==> src/rtl/assert_macros.svh <==
// assertion helpers, clocked on clk_i and held off while rst_ni is low
`ifndef ASSERT_MACROS_SVH
`define ASSERT_MACROS_SVH

// condition implies consequence in the same cycle
`define ASSERT_SAME(lbl, ante, cons, msg) \
  lbl: assert property (@(posedge clk_i) disable iff (!rst_ni) (ante) |-> (cons)) \
    else $error(msg);

// condition implies consequence in the following cycle
`define ASSERT_NEXT(lbl, ante, cons, msg) \
  lbl: assert property (@(posedge clk_i) disable iff (!rst_ni) (ante) |=> (cons)) \
    else $error(msg);

`endif

==> src/rtl/hpsw_pkg.sv <==
`default_nettype none

package hpsw_pkg;

  // sizes
  localparam int NumRefs  = 8;
  localparam int NumPairs = NumRefs * NumRefs;
  localparam int RefIdxW  = $clog2(NumRefs);
  localparam int PairIdxW = $clog2(NumPairs);
  localparam int MemDepth = 2 * (1 << PairIdxW);
  localparam int ScoreW   = 32;
  localparam int MutW     = 16;
  localparam int McostW   = MutW + 1;
  localparam int SumW     = ((ScoreW > McostW) ? ScoreW : McostW) + 1;

  // port fields
  localparam int RefW      = 8;
  localparam int InDataW   = 16;
  localparam int InUserW   = 2;
  localparam int OutCostW  = 32;
  localparam int OutIdxW   = 6;
  localparam int OutDataW  = 40;

  typedef logic [ScoreW-1:0] score_t;

  localparam score_t ScoreMax  = '1;
  localparam score_t SwitchOne = score_t'(256);
  localparam score_t SwitchTwo = score_t'(512);
  localparam logic [MutW-1:0] MutWeightRst = MutW'(256);

  typedef enum logic [1:0] {
    StIdle,
    StIssue,
    StDrain
  } hpsw_state_e;

  // controller to datapath
  typedef struct packed {
    logic load_item;
    logic issue;
    logic finish;
  } hpsw_cmd_t;

  // datapath to controller
  typedef struct packed {
    logic last_cell;
    logic pipe_empty;
    logic out_free;
  } hpsw_sts_t;

  function automatic score_t sat_add(score_t a, score_t b);
    logic [ScoreW:0] s;
    s = {1'b0, a} + {1'b0, b};
    return s[ScoreW] ? ScoreMax : s[ScoreW-1:0];
  endfunction

  function automatic score_t min_score(score_t a, score_t b);
    return (a < b) ? a : b;
  endfunction

  // clamp a score to the 32 bit result field
  function automatic logic [OutCostW-1:0] out_cost(score_t s);
    logic [ScoreW+OutCostW-1:0] wide;
    wide = (ScoreW+OutCostW)'(s);
    return (wide > (ScoreW+OutCostW)'({OutCostW{1'b1}})) ? '1 : wide[OutCostW-1:0];
  endfunction

endpackage

`default_nettype wire

==> src/rtl/hpsw_ctrl.sv <==
`default_nettype none

module hpsw_ctrl (
  input  wire                 clk_i,
  input  wire                 rst_ni,
  input  wire                 in_valid_i,
  output logic                in_ready_o,
  input  hpsw_pkg::hpsw_sts_t sts_i,
  output hpsw_pkg::hpsw_cmd_t cmd_o
);

  hpsw_pkg::hpsw_state_e state_q, state_d;

  // state register
  always_ff @(posedge clk_i or negedge rst_ni) begin
    if (!rst_ni) begin
      state_q <= hpsw_pkg::StIdle;
    end else begin
      state_q <= state_d;
    end
  end

  // next state and commands
  always_comb begin
    state_d    = state_q;
    in_ready_o = 1'b0;
    cmd_o      = '0;
    unique case (state_q)
      hpsw_pkg::StIdle: begin
        in_ready_o = 1'b1;
        if (in_valid_i) begin
          cmd_o.load_item = 1'b1;
          state_d         = hpsw_pkg::StIssue;
        end
      end
      hpsw_pkg::StIssue: begin
        cmd_o.issue = 1'b1;
        if (sts_i.last_cell) begin
          state_d = hpsw_pkg::StDrain;
        end
      end
      hpsw_pkg::StDrain: begin
        if (sts_i.pipe_empty && sts_i.out_free) begin
          cmd_o.finish = 1'b1;
          state_d      = hpsw_pkg::StIdle;
        end
      end
      default: begin
        state_d = hpsw_pkg::StIdle;
      end
    endcase
  end

endmodule

`default_nettype wire

==> config.mk <==
export PLATFORM = sky130hd
export DESIGN_NAME = hpsw_ctrl
export DESIGN_NICKNAME = d
export VERILOG_FILES = /design/src/rtl/assert_macros.svh /design/src/rtl/hpsw_pkg.sv /design/src/rtl/hpsw_ctrl.sv
export SDC_FILE = /design/constraint.sdc
export NUM_CORES = 1
export LEC_CHECK = 0
export BUFFER_PORTS_ARGS = -buffer_cell sky130_fd_sc_hd__buf_4
export CAP_MARGIN = 20
export CORE_AREA = 2 2 39 41
export CTS_BUF_LIST = sky130_fd_sc_hd__clkbuf_16
export DETAILED_ROUTE_END_ITERATION = 16
export DIE_AREA = 0 0 41 43
export GPL_TIMING_DRIVEN = 0
export PLACE_DENSITY = 0.3
export SLEW_MARGIN = 25
export SYNTH_ARGS = -nofsm -noshare
export SYNTH_HDL_FRONTEND = slang
export SYNTH_SLANG_ARGS = --single-unit
==> constraint.sdc <==
create_clock -name clk_i -period 0.9 [get_ports clk_i]
set_input_delay 0.045 -clock clk_i [delete_from_list [all_inputs] [get_ports clk_i]]
set_output_delay 0.045 -clock clk_i [all_outputs]
set_load 0.02 [all_outputs]
* Word-level counts from Yosys, hierarchy flattened
Cells that the tools add are included.
** Storage, ports and cells
- Input port bits :: 6
- Word-level logic and storage cells :: 19
- Flip-flop bits (word level) :: 2
- Output and inout port bits :: 4
** Operators by class
- Equality and inequality tests :: 5
- Reduce and logical (&&, ||, !) cells :: 3
- Multiplexer cells :: 10
** Operators with widths (count)
- $mux W1 :: 6
- $mux W2 :: 3
- $ne A2 B2 Y1 const B :: 3
- $pmux W2 S3 :: 1
- $reduce_and A3 Y1 :: 1
- $eq A2 B1 Y1 const B :: 1
- $eq A2 B2 Y1 const B :: 1
- $logic_not A2 Y1 :: 1
- $logic_and A1 B1 Y1 :: 1

* Logic depth before layout (Yosys ltp)
Gate-level depths: netlist of the first run.
- Depth in word-level cells :: 3
- Depth in mapped cells :: 2
- Gate-level depth less buffers :: 2

* Least setup slack after synthesis of the first run
No wires, ideal clock.
- Path type :: reg-to-output
- From :: register state_q[0]
- To :: output cmd_o[2] (netlist name)
- Path slack :: -0.161 ns
- Data arrival time :: 1.016 ns
- Required time :: 0.855 ns
- Path buffers :: 0
- Cell stages (with the launch flop) :: 3
- Cells stage by stage :: dfrtp_1 -> nor2_1 -> and2_1
** RTL lines
- start: declaration :: RTL line hpsw_ctrl.sv:12 : hpsw_pkg::hpsw_state_e state_q, state_d;
- start signal: assignment :: RTL line hpsw_ctrl.sv:17 : state_q <= hpsw_pkg::StIdle;
- start signal: assignment :: RTL line hpsw_ctrl.sv:19 : state_q <= state_d;
- end: declaration :: RTL line hpsw_ctrl.sv:9 : output hpsw_pkg::hpsw_cmd_t cmd_o

==> results_dict.tcl, run 1 <==
set metrics [dict create \
    rsz0062_at_grt "true" \
    cap_violations 0 \
    synth_cell_type_count 8 \
    synth_adder_area_share 0 \
    htree_levels 1 \
    grt_pass1_wl_um 586 \
    ys_seq_area_frac 0.476 \
    ys_ff_latch 2 \
    yosys.area_share.simple 0.369 \
    wire_per_inst_um 7.93 \
    cts_tree "built" \
    finalSetupTns_ns -0.550 \
    finalClockSkew_ns 0.00192 \
    die_w_um 41 \
    power_frac_clock 0.475 \
    grt_max_degree 6 \
    cts_root_buf "clkbuf_16" \
    drive_above_1_share 0.760 \
    gp_congestion 0.581 \
    r2r_setup_slack_ns 0.03 \
    internal_power_uw 1010 \
    utilization 0.233 \
    synth_largest_area_cell "dfrtp_1" \
    layout_worst_path_cycle_share 1.20 \
    drt_wl_total_um 325 \
    nFillCells 145 \
    first_pass_iters 1 \
    worst_slack_ns -0.178 \
    ys.flop_type "dfrtp_1" \
    clock_sinks 2 \
    vias_per_cell 3.22 \
    row_count 14 \
    violations "setup timing" \
    path_delay_family "flip-flops" \
    power_density_mw_per_mm2 4300 \
    yosysWarningCount 0 \
    hold_start "sts_i[2]" \
    seqPwrFrac 0.149 \
    cp.required_ns 0.85 \
    worstReg2RegStart "state_q[0]$_DFFE_PN0P_" \
    diodes 0 \
    worst_hold_path_type "in2reg" \
    cts.reportedPaths.clkPinSlew_ns 0.03 \
    synth_mux_area_frac 0 \
    p_sw_frac 0.273 \
    finalSetupViolations 4 \
    io_buffers 9 \
    fin_hold_ws_ns 0.0148 \
    nNetsFinal 33 \
    syn-num-nets 17 \
    synth_top_area_share 0.476 \
    switching_power_uw 379 \
    worstPathMaxFanout 5 \
    stdcell_area_sq_um 323 \
    core_area_sq_mm 0.00138 \
    min_period_ns 1.08 \
    holdPathStages 2 \
    power.leakage_uw 0.000148 \
    syn-mean-instance-area_sq_um 9.55 \
    slew_violations 0 \
    worstSetupPathType "reg2out" \
    vias 132 \
    worst_pin_slew_ns 0.181 \
    die_area_sq_mm 0.00176 \
    largest_reg_flops 2 \
    ys_async_sr_fraction 1.00 \
    grt_overflow_total 0 \
    drt_iter0_markers 0 \
    crit_path_start_kind "register" \
    grt_pass1_vias 158 \
    cp_cell_sequence "nor2b_4 > nor2b_4 > buf_6" \
    critPathArrivalTime_ns 1.03 \
    io_pins 10 \
    comb_power_share 0.376 \
    cts_buffer_depth 2 \
    antenna_left 0 \
    reg2reg_to "state_q[1]$_DFFE_PN0P_" \
    dp_hpwl_um 217 \
    top_register "state_q" \
    cpPeakStageDelay_ns 0.43 \
    fmax_mhz 927 \
    cp.depth 3 \
    numCtsBuffers 3 \
    synth_common_cells "dfrtp_1, nor2_1, nor2b_1" \
    clk_latency_ns 0.22 \
    hold_viol_final 0 \
    synthCells 11 \
    cp_common_cell "nor2b_4" \
    syn_to_final_growth_pct 207 \
    reg.largest.list "state_q x2" \
    die_h_um 43 \
    path_buf_inv 1 \
    start_util 0.0759 \
    holdPathEnd "state_q[0]$_DFFE_PN0P_" \
    synth_top_family_by_area "simple AND/OR/NAND/NOR gates" \
    synth_edf_count 0 \
    end_kind "primary output" \
    grt_usage 0.0572 \
    synth_xor_area_frac 0 \
    netlist_top_cells_area "dfrtp_1, nor2b_1, a22o_1" \
    synth_compound_gate_area_share 0.155 \
    slew_headroom 0.878 \
    peakVddDrop_mv 1.91 \
    r2r_cells 2 \
    placed_area_sq_um 199 \
    drcViolationCount 0 \
    status "complete, but fails checks" \
    netlist_area_sq_um 105 \
    antenna_found_initial 0 \
    crit_slowest_cell "dfrtp_2" \
]
[repair_timing]
action                                  4_1_cts  5_1_grt
resized for setup                             8        1
hold endpoints to repair                      2        0
endpoints found under the setup margin        5        5
hold buffers                                  1        0
cloned                                        0        0
pin swaps                                     2        1
setup buffers                                 1        0
[layout by cell type, fill, tap and decap left out]
cell / n
nor2_2: 1
nor2_1: 1
and2_4: 1
buf_4: 7
a211oi_1: 1
buf_6: 3
dfrtp_1: 1
nand2_1: 1
nor2b_4: 3
clkbuf_16: 3
dfrtp_2: 1
a22o_1: 1
dlygate4sd3_1: 1
[per-layer routing]
metal  share of wire  vias up  wire length, um  GRT usage
li1                -       67                -          -
met1            0.43       53              139     0.0611
met2            0.34       12              111     0.0594
met3            0.23        0               74     0.0681
met4               0        0                0     0.0400
met5               0        -                0          0
[logic make-up after synthesis]
| logic type | after synthesis |
|---|---|
| and+or+nand+nor | 7 |
| AOI/OAI and AO/OA | 2 |
| DFF | 2 |
[final cells by class]
class	instances	area, sq um	area share
repair buffers	11	96.3	0.298
multi-input cells	9	80.1	0.248
clock buffers	3	75.1	0.233
flip-flops and latches	2	51.3	0.159
well taps	16	20.0	0.0620
[through the flow]
| step | total power, uW | std cells | setup WS, ns |
|---|---|---|---|
| floorplan | 419 | 11 | -0.0305 |
| global placement | 575 | 36 | -0.00478 |
| detailed placement | 574 | 36 | -0.00560 |
| CTS | 1380 | 41 | -0.183 |
| global route | 1460 | 41 | -0.222 |
| finish | 1390 | 41 | -0.178 |
[worst max-delay path by stage]
stage | endpoint | slack [ns] | start
3_3_place_gp | cmd_o[0] | -0.005 | state_q[1]$_DFFE_PN0P_
2_1_floorplan | cmd_o[2] | -0.03 | state_q[0]$_DFFE_PN0P_
4_1_cts | cmd_o[0] | -0.18 | state_q[0]$_DFFE_PN0P_
6_report | cmd_o[0] | -0.18 | state_q[0]$_DFFE_PN0P_
5_1_grt | cmd_o[0] | -0.22 | state_q[1]$_DFFE_PN0P_
3_5_place_dp | cmd_o[0] | -0.006 | state_q[1]$_DFFE_PN0P_
[power by group through the flow]
stage / combinational, uW / clock [uW] / sequential (uW)
after floorplan: 236 / 0 / 183
after global placement: 382 / 0 / 193
after detailed placement: 382 / 0 / 192
after CTS: 501 / 675 / 205
after global routing: 560 / 686 / 218
final: 522 / 660 / 208
(Power assumes the default switching activity.)
==> run 2, diff against run 1 <==
--- a/config.mk
+++ b/config.mk
@@ -5,6 +5,7 @@
 export SDC_FILE = /design/constraint.sdc
 export NUM_CORES = 1
 export LEC_CHECK = 0
+export ABC_AREA = 1
 export BUFFER_PORTS_ARGS = -buffer_cell sky130_fd_sc_hd__buf_4
 export CAP_MARGIN = 20
 export CORE_AREA = 2 2 39 41
==> results_dict.tcl, run 2 <==
set metrics [dict create \
    status "complete, but fails checks" \
    violations "setup timing" \
    grt_usage 0.0632 \
    wire_per_inst_um 7.58 \
    netlist_area_sq_um 119 \
    clk_latency_ns 0.22 \
    syn-num-nets 21 \
    peakVddDrop_mv 1.70 \
    io_pins 10 \
    synth_most_common_cell "inv_1" \
    grt_pass1_wl_um 662 \
    vias 166 \
    slew_violations 0 \
    nFillCells 149 \
    placed_area_sq_um 211 \
    min_period_ns 1.04 \
    worstReg2RegStart "state_q[1]$_DFFE_PN0P_" \
    vias_per_cell 3.46 \
    r2r_setup_slack_ns 0.03 \
    ys.flop_type "dfrtp_1" \
    worst_pin_slew_ns 0.114 \
    place_ws_ns 0.0403 \
    reg2reg_to "state_q[0]$_DFFE_PN0P_" \
    final_common_cell "buf_4" \
    yosysWarningCount 0 \
    htree_levels 1 \
    ys_ff_latch 2 \
    syn_to_final_growth_pct 183 \
    cts_root_buf "clkbuf_16" \
    die_h_um 43 \
    cp.required_ns 0.85 \
    drive_above_1_share 0.750 \
    critPathLaunch "state_q[1]$_DFFE_PN0P_" \
    die_w_um 41 \
    finalClockSkew_ns 0.00106 \
    synth_edf_count 0 \
    crit_path_start_kind "register" \
    worstSetupPathType "reg2out" \
    comb_power_share 0.399 \
    drcViolationCount 0 \
    cp_cell_sequence "nor2_4 > nand2_2 > inv_2 > buf_6" \
    synth_cell_type_count 9 \
    diodes 0 \
    nNetsFinal 40 \
    io_buffers 9 \
    cts_tree "built" \
    holdPathEnd "state_q[1]$_DFFE_PN0P_" \
    stdcell_area_sq_um 337 \
    seqPwrFrac 0.146 \
    core_area_sq_mm 0.00138 \
    start_util 0.0859 \
    cpPeakStageDelay_ns 0.43 \
    row_count 14 \
    antenna_found_initial 0 \
    switching_power_uw 429 \
    utilization 0.243 \
    synth_top_area_share 0.421 \
    end_kind "primary output" \
    power_density_mw_per_mm2 4300 \
    first_pass_iters 2 \
    power.leakage_uw 0.000168 \
    holdPathStages 3 \
    worst_hold_path_type "in2reg" \
    cap_violations 0 \
    ys_seq_area_frac 0.421 \
    gp_congestion 0.586 \
    netlist_top_cells_area "dfrtp_1, nand2_2, inv_1" \
    clock_sinks 2 \
    layout_worst_path_cycle_share 1.15 \
    crit_slowest_cell "dfrtp_2" \
    worstPathMaxFanout 4 \
    synth_largest_area_cell "dfrtp_1" \
    drt_iter0_markers 2 \
    worst_slack_ns -0.139 \
    reg.largest.list "state_q x2" \
    top_register "state_q" \
    seq_area_sq_um 52.6 \
    synthCells 15 \
    grt_max_degree 5 \
    antenna_left 0 \
    synth_common_cells "inv_1, dfrtp_1, nand2_1, nand2_2, nand3_1" \
    grt_pass1_vias 173 \
    slew_headroom 0.924 \
    cts_buffer_depth 2 \
    multi_input_area_sq_um 62.6 \
    largest_reg_flops 2 \
    fmax_mhz 962 \
    syn-mean-instance-area_sq_um 7.92 \
    p_sw_frac 0.297 \
    finalSetupViolations 4 \
    finalSetupTns_ns -0.490 \
    r2r_cells 4 \
    hold_viol_final 0 \
    critPathArrivalTime_ns 0.99 \
    ys_async_sr_fraction 1.00 \
    grt_overflow_total 0 \
    cts.reportedPaths.clkPinSlew_ns 0.03 \
    hold_start "sts_i[2]" \
    power_frac_clock 0.455 \
    die_area_sq_mm 0.00176 \
    drt_wl_total_um 364 \
    most-common-layout-cells "buf_4, clkbuf_16" \
    rsz0062_at_grt "true" \
    dp_hpwl_um 265 \
    power_uw 1450 \
    numCtsBuffers 3 \
    internal_power_uw 1020 \
]
==> run 2: cell count changes after synthesis, moves of 2 or more <==
cell,previous run,this run
nand3_1,0,2
nand2_2,0,2
nor2b_1,2,0
inv_1,0,3
==> run 2: critical path: cells and delay by family (launching register included) <==
| kind | cells | cell delay (ns) |
|---|---|---|
| buffers and inverters | 2 | 0.15 |
| flip-flops | 1 | 0.43 |
| AND/OR/NAND/NOR | 2 | 0.20 |
==> run 2: cells by family (layout without fill, tap and decap cells) <==
kind of cell / count (synthesis) / in the layout / synth area share
DFF: 2 / 2 / 0.421
buffers and inverters: 3 / 20 / 0.0947
and+or+nand+nor: 10 / 10 / 0.484
==> run 2: cell type report <==
type,count,share of cell area
Clock buffer,3,0.223
Inverter,3,0.0335
Multi-Input combinational cell,10,0.186
Sequential cell,2,0.156
Tap cell,16,0.0595
Timing Repair Buffer,14,0.342
==> run 2: worst max-delay path by stage <==
stage	end	slack (ns)	depth (start not counted)
after detailed placement	cmd_o[2]	0.04	4
after global placement	cmd_o[2]	0.04	4
after floorplan	cmd_o[2]	0.009	3
after global routing	cmd_o[2]	-0.19	4
final	cmd_o[2]	-0.14	4
after CTS	cmd_o[2]	-0.15	4
==> run 2: timing repair <==
| action | CTS | global route |
|---|---|---|
| endpoints found under the setup margin | 4 | 6 |
| pin swaps | 4 | 0 |
| hold endpoints to repair | 2 | 0 |
| resized for setup | 4 | 2 |
| gates cloned | 0 | 0 |
| buffers inserted | 3 | 1 |
| hold buffers | 1 | 0 |
==> run 2: per-stage QoR <==
step | hold WS [ns] | instances
final | 0.0833 | 48
after CTS | 0.0880 | 47
after global placement | -0.172 | 40
after detailed placement | -0.169 | 40
after floorplan | -0.251 | 15
after global routing | 0.116 | 48
==> run 2: per-layer routing <==
metal,vias to the layer above,track usage,part of all wire
met5,-,0,0
li1,82,-,-
met3,0,0.0471,0.15
met1,72,0.0737,0.48
met4,0,0.0600,0
met2,12,0.0688,0.36
==> run 2: power by group through the flow <==
stage | combinational, uW | sequential, uW | clock, uW
finish | 578 | 211 | 660
CTS | 516 | 207 | 671
global route | 634 | 220 | 689
global placement | 401 | 202 | 0
detailed placement | 406 | 204 | 0
floorplan | 248 | 196 | 0
